File: config.mk
export PLATFORM = sky130hd
export DESIGN_NAME = tft_palette_pixel_feeder
export DESIGN_NICKNAME = d
export VERILOG_FILES = /design/src/hdl/tpf_pkg.sv /design/src/hdl/tft_palette_pixel_feeder.sv /design/src/hdl/tpf_front.sv /design/src/hdl/tpf_fifo.sv /design/src/hdl/tpf_back.sv
export VERILOG_INCLUDE_DIRS = /design/src /design/src/hdl
export SDC_FILE = /design/constraint.sdc
export NUM_CORES = 1
export LEC_CHECK = 0
export BUFFER_PORTS_ARGS = -buffer_cell sky130_fd_sc_hd__buf_2
export CAP_MARGIN = 20
export CORE_UTILIZATION = 40
export DETAILED_ROUTE_END_ITERATION = 6
export MAX_ROUTING_LAYER = met4
export PLACE_DENSITY_LB_ADDON = 0.2
export SYNTH_ARGS = -nofsm -noshare
export SYNTH_HDL_FRONTEND = slang
export SYNTH_SLANG_ARGS = --single-unit
File: constraint.sdc
create_clock -name clk -period 5.62 [get_ports clk]
set_input_delay 0.281 -clock clk [delete_from_list [all_inputs] [get_ports clk]]
set_output_delay 0.281 -clock clk [all_outputs]
set_load 0.01 [all_outputs]
File: src/hdl/tft_palette_pixel_feeder_macros.svh
// Assertion macros for the feeder top-level RTL.
`ifndef TFT_PALETTE_PIXEL_FEEDER_MACROS_SVH
`define TFT_PALETTE_PIXEL_FEEDER_MACROS_SVH

`ifndef NO_ASSERTIONS

`define TPF_ASSERT_ALWAYS(label, expr) \
  label: assert property (@(posedge clk) disable iff (rst) (expr)) \
    else $error("tpf: invariant violated");

`define TPF_ASSERT_IMPLIES(label, ante, cons) \
  label: assert property (@(posedge clk) disable iff (rst) (ante) |-> (cons)) \
    else $error("tpf: implication violated");

`else

`define TPF_ASSERT_ALWAYS(label, expr)

`define TPF_ASSERT_IMPLIES(label, ante, cons)

`endif

`endif

File: src/hdl/tpf_pkg.sv
`default_nettype none

package tpf_pkg;

  localparam logic [1:0] REQ_WINDOW = 2'd0;
  localparam logic [1:0] REQ_BITMAP = 2'd1;
  localparam logic [1:0] REQ_SOLID  = 2'd2;
  localparam logic [1:0] REQ_UNUSED = 2'd3;

  localparam logic [1:0] CFG_PALETTE_0 = 2'd0;
  localparam logic [1:0] CFG_PALETTE_1 = 2'd1;
  localparam logic [1:0] CFG_PALETTE_2 = 2'd2;
  localparam logic [1:0] CFG_PALETTE_3 = 2'd3;

  localparam logic [7:0] CMD_COLUMN_SET   = 8'h2A;
  localparam logic [7:0] CMD_PAGE_SET     = 8'h2B;
  localparam logic [7:0] CMD_MEMORY_WRITE = 8'h2C;

  localparam int unsigned NUM_WORDS = 4;

  localparam logic [4:0] LEN_WINDOW  = 5'd11;
  localparam logic [4:0] LEN_SOLID   = 5'd2;
  localparam logic [4:0] LEN_BITMAP  = 5'd8;
  localparam logic [4:0] LEN_DOUBLED = 5'd16;

  typedef struct packed {
    logic [1:0]  req_type;
    logic [15:0] x_first;
    logic [15:0] y_first;
    logic [15:0] x_last;
    logic [15:0] y_last;
    logic [7:0]  pixel_byte;
    logic        doubled;
    logic [15:0] solid_color;
  } req_t;

  typedef struct packed {
    logic [7:0] spi_byte;
    logic       is_data;
    logic       release_select;
    logic       last;
  } rsp_t;

  typedef struct packed {
    logic                        window;
    logic                        single;
    logic                        doubled;
    logic [NUM_WORDS-1:0][15:0]  word;
  } job_t;

  typedef struct packed {
    logic       go;
    logic [3:0] step;
    logic [4:0] len;
  } back_stat_t;

endpackage

`default_nettype wire

File: src/hdl/tft_palette_pixel_feeder.sv
// Palette pixel feeder for a serial TFT panel.
// Input queue side: present a request on req and raise push; it is taken at
// a clock edge with push high and full low. Window requests give 11 bytes,
// bitmap bytes give 8 (16 when doubled), solid pixels give 2; request
// code 3 is dropped without output.
// Output queue side: while empty is low, rsp holds the oldest byte with its
// command/data flag, chip-select release mark and last-of-request mark; it
// is taken at an edge with pop high. One byte leaves per cycle while pop
// stays high and the job queue is not empty. The first byte of a request
// passes the front register and the job queue before it is registered
// into the output register.
// Requests are expanded by a byte sequencer reading the head of a job queue
// of FIFO_DEPTH entries; the input stays open while that queue has room.
// When pop is held low, the output byte holds, the sequencer stops, the
// queue fills and full rises.
// Palette registers 0..3 are written through cfg_we/cfg_index/cfg_data while
// the block is idle; the user must see to it, the block has no check. Reset
// clears the palette to 0 and empties every stage; no clearing pass is needed.
`default_nettype none
`include "tft_palette_pixel_feeder_macros.svh"

module tft_palette_pixel_feeder #(
  parameter int unsigned FIFO_DEPTH = 4
) (
  input  wire logic          clk,
  input  wire logic          rst,
  input  wire logic          push,
  output logic               full,
  input  wire tpf_pkg::req_t req,
  output logic               empty,
  input  wire logic          pop,
  output tpf_pkg::rsp_t      rsp,
  input  wire logic          cfg_we,
  input  wire logic [1:0]    cfg_index,
  input  wire logic [15:0]   cfg_data
);
  import tpf_pkg::*;

  localparam int unsigned CNT_W = $clog2(FIFO_DEPTH+1);

  logic             job_valid;
  job_t             job;
  logic             fifo_full;
  logic             fifo_empty;
  logic [CNT_W-1:0] fifo_count;
  job_t             head;
  logic             head_pop;
  back_stat_t       stat;

  tpf_front u_front (
    .clk       (clk),
    .rst       (rst),
    .push      (push),
    .full      (full),
    .req       (req),
    .cfg_we    (cfg_we),
    .cfg_index (cfg_index),
    .cfg_data  (cfg_data),
    .fifo_full (fifo_full),
    .job_valid (job_valid),
    .job       (job)
  );

  tpf_fifo #(
    .DEPTH (FIFO_DEPTH)
  ) u_fifo (
    .clk    (clk),
    .rst    (rst),
    .wr_en  (job_valid),
    .wr_job (job),
    .full   (fifo_full),
    .rd_en  (head_pop),
    .rd_job (head),
    .empty  (fifo_empty),
    .count  (fifo_count)
  );

  tpf_back u_back (
    .clk        (clk),
    .rst        (rst),
    .head_valid (!fifo_empty),
    .head       (head),
    .head_pop   (head_pop),
    .empty      (empty),
    .pop        (pop),
    .rsp        (rsp),
    .stat       (stat)
  );

  `TPF_ASSERT_ALWAYS(a_fifo_bound, fifo_count <= CNT_W'(FIFO_DEPTH))
  `TPF_ASSERT_IMPLIES(a_full_holds_job, full, job_valid && fifo_full)
  `TPF_ASSERT_IMPLIES(a_step_in_range, stat.go, {1'b0, stat.step} < stat.len)
  `TPF_ASSERT_IMPLIES(a_pop_on_last, head_pop, stat.go && !fifo_empty)

endmodule

`default_nettype wire

File: src/hdl/tpf_front.sv
`default_nettype none

module tpf_front (
  input  wire logic          clk,
  input  wire logic          rst,
  input  wire logic          push,
  output logic               full,
  input  wire tpf_pkg::req_t req,
  input  wire logic          cfg_we,
  input  wire logic [1:0]    cfg_index,
  input  wire logic [15:0]   cfg_data,
  input  wire logic          fifo_full,
  output logic               job_valid,
  output tpf_pkg::job_t      job
);
  import tpf_pkg::*;

  logic [15:0] pal0;
  logic [15:0] pal1;
  logic [15:0] pal2;
  logic [15:0] pal3;
  logic        advance;
  logic        accept;
  job_t        job_next;

  function automatic logic [15:0] pick(input logic [1:0] code, input logic [15:0] c0,
                                       input logic [15:0] c1, input logic [15:0] c2,
                                       input logic [15:0] c3);
    logic [15:0] r;
    case (code)
      2'd0: r = c0;
      2'd1: r = c1;
      2'd2: r = c2;
      default: r = c3;
    endcase
    return r;
  endfunction

  assign full    = job_valid && fifo_full;
  assign accept  = push && !full;
  assign advance = !job_valid || !fifo_full;

  always_comb begin
    job_next = '0;
    case (req.req_type)
      REQ_WINDOW: begin
        job_next.window  = 1'b1;
        job_next.word[0] = req.x_first;
        job_next.word[1] = req.x_last;
        job_next.word[2] = req.y_first;
        job_next.word[3] = req.y_last;
      end
      REQ_BITMAP: begin
        job_next.doubled = req.doubled;
        job_next.word[0] = pick(req.pixel_byte[7:6], pal0, pal1, pal2, pal3);
        job_next.word[1] = pick(req.pixel_byte[5:4], pal0, pal1, pal2, pal3);
        job_next.word[2] = pick(req.pixel_byte[3:2], pal0, pal1, pal2, pal3);
        job_next.word[3] = pick(req.pixel_byte[1:0], pal0, pal1, pal2, pal3);
      end
      REQ_SOLID: begin
        job_next.single  = 1'b1;
        job_next.word[0] = req.solid_color;
      end
      default: job_next = '0;
    endcase
  end

  always_ff @(posedge clk) begin
    if (rst) begin
      pal0 <= '0;
      pal1 <= '0;
      pal2 <= '0;
      pal3 <= '0;
    end else if (cfg_we) begin
      case (cfg_index)
        CFG_PALETTE_0: pal0 <= cfg_data;
        CFG_PALETTE_1: pal1 <= cfg_data;
        CFG_PALETTE_2: pal2 <= cfg_data;
        CFG_PALETTE_3: pal3 <= cfg_data;
        default: pal0 <= pal0;
      endcase
    end
  end

  // drop the unused request code here
  always_ff @(posedge clk) begin
    if (rst) begin
      job_valid <= 1'b0;
    end else if (advance) begin
      job_valid <= accept && (req.req_type != REQ_UNUSED);
    end
  end

  always_ff @(posedge clk) begin
    if (advance && accept) begin
      job <= job_next;
    end
  end

endmodule

`default_nettype wire

File: src/hdl/tpf_fifo.sv
`default_nettype none

module tpf_fifo #(
  parameter int unsigned DEPTH = 4
) (
  input  wire logic                     clk,
  input  wire logic                     rst,
  input  wire logic                     wr_en,
  input  wire tpf_pkg::job_t            wr_job,
  output logic                          full,
  input  wire logic                     rd_en,
  output tpf_pkg::job_t                 rd_job,
  output logic                          empty,
  output logic [$clog2(DEPTH+1)-1:0]    count
);
  import tpf_pkg::*;

  localparam int unsigned PTR_W = $clog2(DEPTH);
  localparam int unsigned CNT_W = $clog2(DEPTH+1);

  job_t             slots [DEPTH];
  logic [PTR_W-1:0] wr_ptr;
  logic [PTR_W-1:0] rd_ptr;
  logic             do_wr;
  logic             do_rd;

  assign full   = (count == CNT_W'(DEPTH));
  assign empty  = (count == '0);
  assign do_wr  = wr_en && !full;
  assign do_rd  = rd_en && !empty;
  assign rd_job = slots[rd_ptr];

  always_ff @(posedge clk) begin
    if (do_wr) begin
      slots[wr_ptr] <= wr_job;
    end
  end

  always_ff @(posedge clk) begin
    if (rst) begin
      wr_ptr <= '0;
      rd_ptr <= '0;
      count  <= '0;
    end else begin
      if (do_wr) begin
        wr_ptr <= (wr_ptr == PTR_W'(DEPTH-1)) ? '0 : wr_ptr + 1'b1;
      end
      if (do_rd) begin
        rd_ptr <= (rd_ptr == PTR_W'(DEPTH-1)) ? '0 : rd_ptr + 1'b1;
      end
      if (do_wr && !do_rd) begin
        count <= count + 1'b1;
      end else if (do_rd && !do_wr) begin
        count <= count - 1'b1;
      end
    end
  end

endmodule

`default_nettype wire

File: src/hdl/tpf_back.sv
`default_nettype none

module tpf_back (
  input  wire logic           clk,
  input  wire logic           rst,
  input  wire logic           head_valid,
  input  wire tpf_pkg::job_t  head,
  output logic                head_pop,
  output logic                empty,
  input  wire logic           pop,
  output tpf_pkg::rsp_t       rsp,
  output tpf_pkg::back_stat_t stat
);
  import tpf_pkg::*;

  logic       out_valid;
  logic [3:0] step;
  logic [4:0] len;
  logic       go;
  logic       final_step;
  logic [1:0] widx;
  logic [15:0] w;
  rsp_t       rsp_next;

  always_comb begin
    if (head.window) begin
      len = LEN_WINDOW;
    end else if (head.single) begin
      len = LEN_SOLID;
    end else if (head.doubled) begin
      len = LEN_DOUBLED;
    end else begin
      len = LEN_BITMAP;
    end
  end

  assign go         = head_valid && (!out_valid || pop);
  assign final_step = ({1'b0, step} == (len - 5'd1));
  assign head_pop   = go && final_step;
  assign empty      = !out_valid;

  assign stat.go   = go;
  assign stat.step = step;
  assign stat.len  = len;

  always_comb begin
    widx     = head.doubled ? step[3:2] : step[2:1];
    w        = head.word[widx];
    rsp_next = '0;
    rsp_next.last = final_step;
    if (head.window) begin
      case (step)
        4'd0: begin
          rsp_next.spi_byte       = CMD_COLUMN_SET;
          rsp_next.release_select = 1'b1;
        end
        4'd5: begin
          rsp_next.spi_byte       = CMD_PAGE_SET;
          rsp_next.release_select = 1'b1;
        end
        4'd10: begin
          rsp_next.spi_byte       = CMD_MEMORY_WRITE;
          rsp_next.release_select = 1'b1;
        end
        4'd1: rsp_next = '{head.word[0][15:8], 1'b1, 1'b0, 1'b0};
        4'd2: rsp_next = '{head.word[0][7:0],  1'b1, 1'b1, 1'b0};
        4'd3: rsp_next = '{head.word[1][15:8], 1'b1, 1'b0, 1'b0};
        4'd4: rsp_next = '{head.word[1][7:0],  1'b1, 1'b1, 1'b0};
        4'd6: rsp_next = '{head.word[2][15:8], 1'b1, 1'b0, 1'b0};
        4'd7: rsp_next = '{head.word[2][7:0],  1'b1, 1'b1, 1'b0};
        4'd8: rsp_next = '{head.word[3][15:8], 1'b1, 1'b0, 1'b0};
        4'd9: rsp_next = '{head.word[3][7:0],  1'b1, 1'b1, 1'b0};
        default: rsp_next = '0;
      endcase
    end else begin
      rsp_next.spi_byte       = step[0] ? w[7:0] : w[15:8];
      rsp_next.is_data        = 1'b1;
      rsp_next.release_select = step[0];
      rsp_next.last           = final_step;
    end
  end

  always_ff @(posedge clk) begin
    if (rst) begin
      out_valid <= 1'b0;
      step      <= '0;
    end else begin
      if (go) begin
        out_valid <= 1'b1;
        step      <= final_step ? '0 : step + 1'b1;
      end else if (pop) begin
        out_valid <= 1'b0;
      end
    end
  end

  always_ff @(posedge clk) begin
    if (go) begin
      rsp <= rsp_next;
    end
  end

endmodule

`default_nettype wire
==> flow_summary.toml, run 1 <==
[timing]
setup_viol = 0
drv_slew = 0
final-hold-violation-count = 0
slew_headroom_pct = 30.42
timing.fmax_ghz = 0.2476
fin_crit_sh_pct = 71.87
finalCriticalPeriod_ns = 4.039
worst_pin_slew_ns = 1.044
fin_skew_ns = 0.01673
rsz0062_at_grt = "false"
setup-tns-final_ns = 0

[placed_design]
gp_congestion = 0.8841
io_buffers = 126
place_area_um2 = 20200
post-dp-hpwl_um = 31190

[synthesis]
synth_top_area_cell = "edfxtp_1"
synth_edf_count = 346
avgSynthCellArea_um2 = 15.26
synthCells = 1249
synth_top_cell_area_share_pct = 54.52
ys.flop_type = "edfxtp_1"
synth.area.top_cells = "edfxtp_1 (55%), mux4_2 (15%), dfxtp_1 (8.3%), mux2i_1 (4.0%), nand2_1 (2.8%)"
async_flop_share_pct = 0
ys_types = 61
ys_ff_latch = 425
syn_nets = 1375
yosysWarnings = 0
ys_seq_area_share_pct = 62.82
netlist_area_um2 = 19060

[global_routing]
grt_overflow = 0
use_met3_pct = 3.079
grt_pass1_wl_um = 71010
gr-usage-met1_pct = 27.75
met2_usage_pct = 31.54
grt_start_max_net_pins = 79
grt_pass1_vias = 11260
antenna_found_initial = 0
gr-usage-all-layers_pct = 20.68
gr-max-usage-layer = "met2"

[floorplanning]
io_pins = 127
die_x_um = 220.3
die_h_um = 220.3
fp.dieArea_um2 = 48520
rows = 79
core_region_area_um2 = 46750
initial_utilization_pct = 40.76

[cells_and_area]
utilization_pct = 46.41
drive_above_1_share_pct = 26.94
area_growth_pct = 13.85
final_area_um2 = 21700
fin_nets = 1489
diodes = 0

[setup_path]
arrival_ns = 4.52
crit_required_ns = 6.11
r2r_cells = 14
crit_type = "reg -> reg"
critPathSlowestCell = "dfxtp_2"
regToRegSetupSlack_ns = 1.58
slowest_delay_ns = 0.84
r2r-end = "u_fifo.count[2]"
crit_chain = "mux4_2, nor2_1, ha_1, xor2_1, nand2_1, o31a_1, nor2_1, inv_1, ha_1, inv_1, fa_1, xor2_1, or3_1, a21oi_1"
end_kind = "flop"
startpoint_type = "flop"
critPathMaxFanout = 27

[clocking]
htree_levels = 2
clock_latency_ns = 0.56
cts_root_buf = "clkbuf_16"
cts_made_buffers = 45
max-clock-path-buffers = 3
cts_tree = "yes"
path_clk_slew_ns = 0.06
numClockSinks = 425
postCtsSetupBuffers = 0

[worst_hold_path]
hold_end = "u_front.job[64]"
hold_depth = 3
worstHoldStart = "req[16]"
worstHoldPathType = "in -> reg"

[drt]
wl_per_cell_um = 23.63
antenna_left = 0
drcViolationCount = 3
vias = 11110
wirelength_um = 47240
via_per_inst = 5.559
drtIter0Drc = 713
detail_route.first_pass.iterations = 7

[status]
status = "complete, but fails checks"
violations = "design-rule violations"

[run]
drv_cap = 0

[power]
p_leak_nw = 7.288
power_mw = 7.089
power.density_nw_per_um2 = 326.7
vdd_drop_max_mv = 0.2071
-- where the power goes --
group	switching, mW	leakage [nW]	internal (mW)	total (mW)
Clock	1.19	0.643	1.53	2.72
Sequential	0.0886	3.88	3.56	3.64
Combinational	0.433	2.76	0.296	0.729
-- synthesized netlist by cell type, drive strengths merged, types with 5 or more instances --
| cell type | number |
|---|---|
| a211oi | 17 |
| a21oi | 77 |
| a22oi | 9 |
| and2 | 5 |
| buf | 29 |
| clkbuf | 64 |
| dfxtp | 79 |
| edfxtp | 346 |
| ha | 11 |
| inv | 24 |
| mux2 | 19 |
| mux2i | 76 |
| mux4 | 131 |
| nand2 | 140 |
| nand2b | 6 |
| nand3 | 7 |
| nor2 | 74 |
| nor2b | 24 |
| nor3 | 6 |
| o21ai | 12 |
| o22ai | 26 |
| o41ai | 8 |
-- cells in the final DEF, fill, tap and decap left out, types with 17 or more instances in the layout --
cell type	n
nand2_1	140
dlygate4sd3_1	17
buf_2	125
mux4_2	131
buf_4	18
mux2i_1	75
inv_1	24
o22ai_1	26
nor2_1	73
edfxtp_1	346
nor2b_1	23
clkbuf_16	45
a21oi_1	77
dfxtp_1	77
-- worst max-delay path, delay by kind of cell (launching register included) --
family	cells	cell delay (ns)
simple gates	4	0.89
flops	1	0.84
fa+ha+maj	3	0.72
mux	1	0.66
compound gates	2	0.43
xor+xnor	2	0.25
buf+inv	2	0.17
-- final cells by class --
| class | count | area (um^2) |
|---|---|---|
| Fill cell | 4105 | 25060 |
| Timing Repair Buffer | 160 | 930.9 |
| Sequential cell | 425 | 11980 |
| Clock buffer | 53 | 1166 |
| Tap cell | 607 | 759.5 |
| Clock inverter | 23 | 157.7 |
| Inverter | 24 | 90.09 |
| Multi-Input combinational cell | 707 | 6616 |
-- sequential cells by signal (all words and copies together) (netlist names), named ones only --
name and flops:
u_back.step 4, u_fifo.wr_ptr 2, u_front.pal0 16, u_fifo.count 3
u_front.pal3 16, u_back.out_valid 1, u_front.job 67, u_front.job_valid 1
u_front.pal1 16, u_front.pal2 16, u_fifo.rd_ptr 2, u_fifo.slots 268
u_back.rsp 11
-- logic make-up after synthesis --
family                     synth area share, %
DFF                                      62.82
and+or+nand+nor                          6.683
muxes                                    20.59
AOI/OAI and AO/OA                        6.165
buffers and inverters                    2.639
adders and majority gates               0.8272
xor gates and xnor gates                0.2757
-- how the worst max path moves through the flow --
stage                    startpoint  cells past startpoint              end
floorplan           u_fifo.count[0]                      3   u_front.job[0]
global placement               flop                     14  u_fifo.count[2]
detailed placement             flop                     14  u_fifo.count[2]
CTS                            flop                     14  u_fifo.count[2]
global route                   flop                     14  u_fifo.count[2]
finish                         flop                     14  u_fifo.count[2]
-- layer usage --
| metal | vias up | part of all wire (%) |
|---|---|---|
| li1 | 5085 | - |
| met1 | 5569 | 45 |
| met2 | 349 | 47 |
| met3 | 109 | 4.8 |
| met4 | 0 | 3.6 |
| met5 | - | 0 |
-- stage by stage --
| stage | cells | hold slack (ns) | setup slack [ns] |
|---|---|---|---|
| after CTS | 1999 | 0.02190 | 1.547 |
| final | 1999 | 0.03914 | 1.581 |
| after global routing | 1999 | 0.04665 | 1.246 |
| after global placement | 1906 | 0.4739 | 1.622 |
| after floorplan | 1249 | 0.4170 | 1.436 |
| after detailed placement | 1906 | 0.4853 | 1.575 |
-- repair_timing --
action	CTS	global route
hold endpoints to repair	65	0
resized for setup	0	0
hold buffers	17	0
No activity file was read; power rests on OpenSTA's default activity.
==> run 2: changes to the inputs <==
clock period = 3.7 ns   (was 5.62 ns; I/O delays follow)
==> run 2 against run 1 <==
The run still ends with design-rule violations left; hold slack worse by 0.0064 ns; first-iteration DRC count rose by 43%; die area is the same; wire length increased by 2.5%; maximum frequency increased by 19%; design area is 4.7% higher; critical path type unchanged; largest cell class unchanged; largest power group unchanged; highest routed layer unchanged.
==> flow_summary.toml, run 2 (same netlist as run 1, synthesis figures left out) <==
[clocking]
cts_root_buf = "clkbuf_16"
htree_levels = 2
postCtsSetupBuffers = 0
clock_latency_ns = 0.59
path_clk_slew_ns = 0.06
cts_made_buffers = 46
ctsHoldBuffers = 70
numClockSinks = 425
cts_tree = "yes"
post_cts_resized = 0
max-clock-path-buffers = 3

[floorplanning]
io_pins = 127
die_x_um = 220.3
initial_utilization_pct = 40.76
core_region_area_um2 = 46750
fp.dieArea_um2 = 48520
rows = 79
die_h_um = 220.3

[drt]
wl_per_cell_um = 23.31
drtIter0Drc = 1018
drcViolationCount = 3
antenna_left = 0
vias = 11570
via_per_inst = 5.572
detail_route.first_pass.iterations = 7
wirelength_um = 48420

[cells_and_area]
largest_reg_flops = 268
layout_common_cells = "edfxtp_1 (346), nand2_1 (140), mux4_2 (131), buf_2 (125)"
area_growth_pct = 19.19
fill_cells = 3973
multiInputGateArea_um2 = 6616
largest-register = "u_fifo.slots"
utilization_pct = 48.59
fin_nets = 1557
finalNonFillerCells = 2077
drive_above_1_share_pct = 27.23
layout_commonest_cell = "edfxtp_1"
largestRegisters = "u_fifo.slots: 268 flops, u_front.job: 67 flops"
seq_area_um2 = 11980

[timing]
timing.fmax_ghz = 0.2951
fin_skew_ns = 0.03738
fin_crit_sh_pct = 91.58
worst_pin_slew_ns = 1.027
setup-tns-final_ns = 0
final-hold-violation-count = 0
drv_slew = 0
setup_viol = 0
slew_headroom_pct = 31.36
setup_ws_ns = 0.3117
finalCriticalPeriod_ns = 3.388
rsz0062_at_grt = "false"

[power]
pwr-share-clk_pct = 42.2
seqPwrFrac_pct = 47.6
p_sw_share_pct = 23.16
p_switching_mw = 2.693
vdd_drop_max_mv = 0.3585
p_int_mw = 8.936
combPwrFrac_pct = 10.2
power.density_nw_per_um2 = 512.0
p_leak_nw = 7.757

[global_routing]
grt_pass1_vias = 11400
grt_overflow = 0
grt_pass1_wl_um = 72220
grt_start_max_net_pins = 68
gr-usage-all-layers_pct = 21.02
antenna_found_initial = 1

[status]
violations = "design-rule violations"
status = "complete, but fails checks"

[placed_design]
pre_cts_ws_ns = 0.3080
post-dp-hpwl_um = 32270
io_buffers = 126
gp_congestion = 0.8501
dpl.cell_count = 1920

[worst_hold_path]
worstHoldStart = "req[7]"
hold_depth = 3
hold_end = "u_front.job[7]"
worstHoldPathType = "in -> reg"

[setup_path]
crit_type = "reg -> reg"
crit_required_ns = 4.17
arrival_ns = 3.86
startpoint_type = "flop"
r2r_cells = 15
regToRegSetupSlack_ns = 0.31
end_kind = "flop"
critPathMaxFanout = 6
r2r-end = "u_fifo.count[2]"

[run]
drv_cap = 0
[run 2: worst max path at each step]
stage,endpoint,slack [ns]
2_1_floorplan,u_fifo.count[2],0.21
5_1_grt,u_fifo.count[2],0.03
4_1_cts,u_fifo.count[2],0.29
3_5_place_dp,u_fifo.count[2],0.31
3_3_place_gp,u_fifo.count[2],0.36
6_report,u_fifo.count[2],0.31
[run 2: stage by stage]
stage                     hold WS, ns  total power, mW  cell area [um^2]
after global routing          0.01607            12.01             22720
after detailed placement       0.4659            6.771             20380
after global placement         0.4597            6.752             20380
after CTS                    0.003214            11.72             22710
after floorplan                0.3210            6.314             19060
final                         0.03272            11.63             22720
[run 2: worst max-delay path, stage by stage, from the launching register on]
cell and delay (ns):
dfxtp_4 0.39, mux4_2 0.59, nor2_1 0.12, nor2_1 0.05, ha_1 0.31, xor2_1 0.16
nand4_1 0.09, o31a_1 0.22, nor2_1 0.09, inv_1 0.06, ha_1 0.17, inv_1 0.06
fa_1 0.37, xor2_1 0.18, or3_1 0.31, a21oi_1 0.14
[run 2: cell type report]
type                            instances  share of cell area [%]
Clock buffer                           62                   5.530
Multi-Input combinational cell        707                   29.13
Antenna cell                            1                 0.01102
Clock inverter                         24                   1.641
Inverter                               24                  0.3966
Timing Repair Buffer                  227                   7.227
Sequential cell                       425                   52.72
Tap cell                              607                   3.343
[run 2: power groups by stage]
| stage | Sequential (mW) | Combinational [mW] | Clock (mW) |
|---|---|---|---|
| 2_1_floorplan | 5.59 | 0.722 | 0 |
| 3_3_place_gp | 5.63 | 1.12 | 0 |
| 3_5_place_dp | 5.64 | 1.13 | 0 |
| 4_1_cts | 5.54 | 1.19 | 4.99 |
| 5_1_grt | 5.56 | 1.28 | 5.17 |
| 6_report | 5.54 | 1.19 | 4.90 |
[run 2: layer usage]
| layer | part of all wire (%) | wire (um) | track usage [%] | up-vias |
|---|---|---|---|---|
| met5 | 0 | 0 | - | - |
| met4 | 2.9 | 1381 | 7.402 | 0 |
| met3 | 5.6 | 2690 | 2.790 | 84 |
| met2 | 48 | 23290 | 33.06 | 407 |
| met1 | 43 | 21060 | 28.08 | 5841 |
| li1 | - | - | - | 5242 |
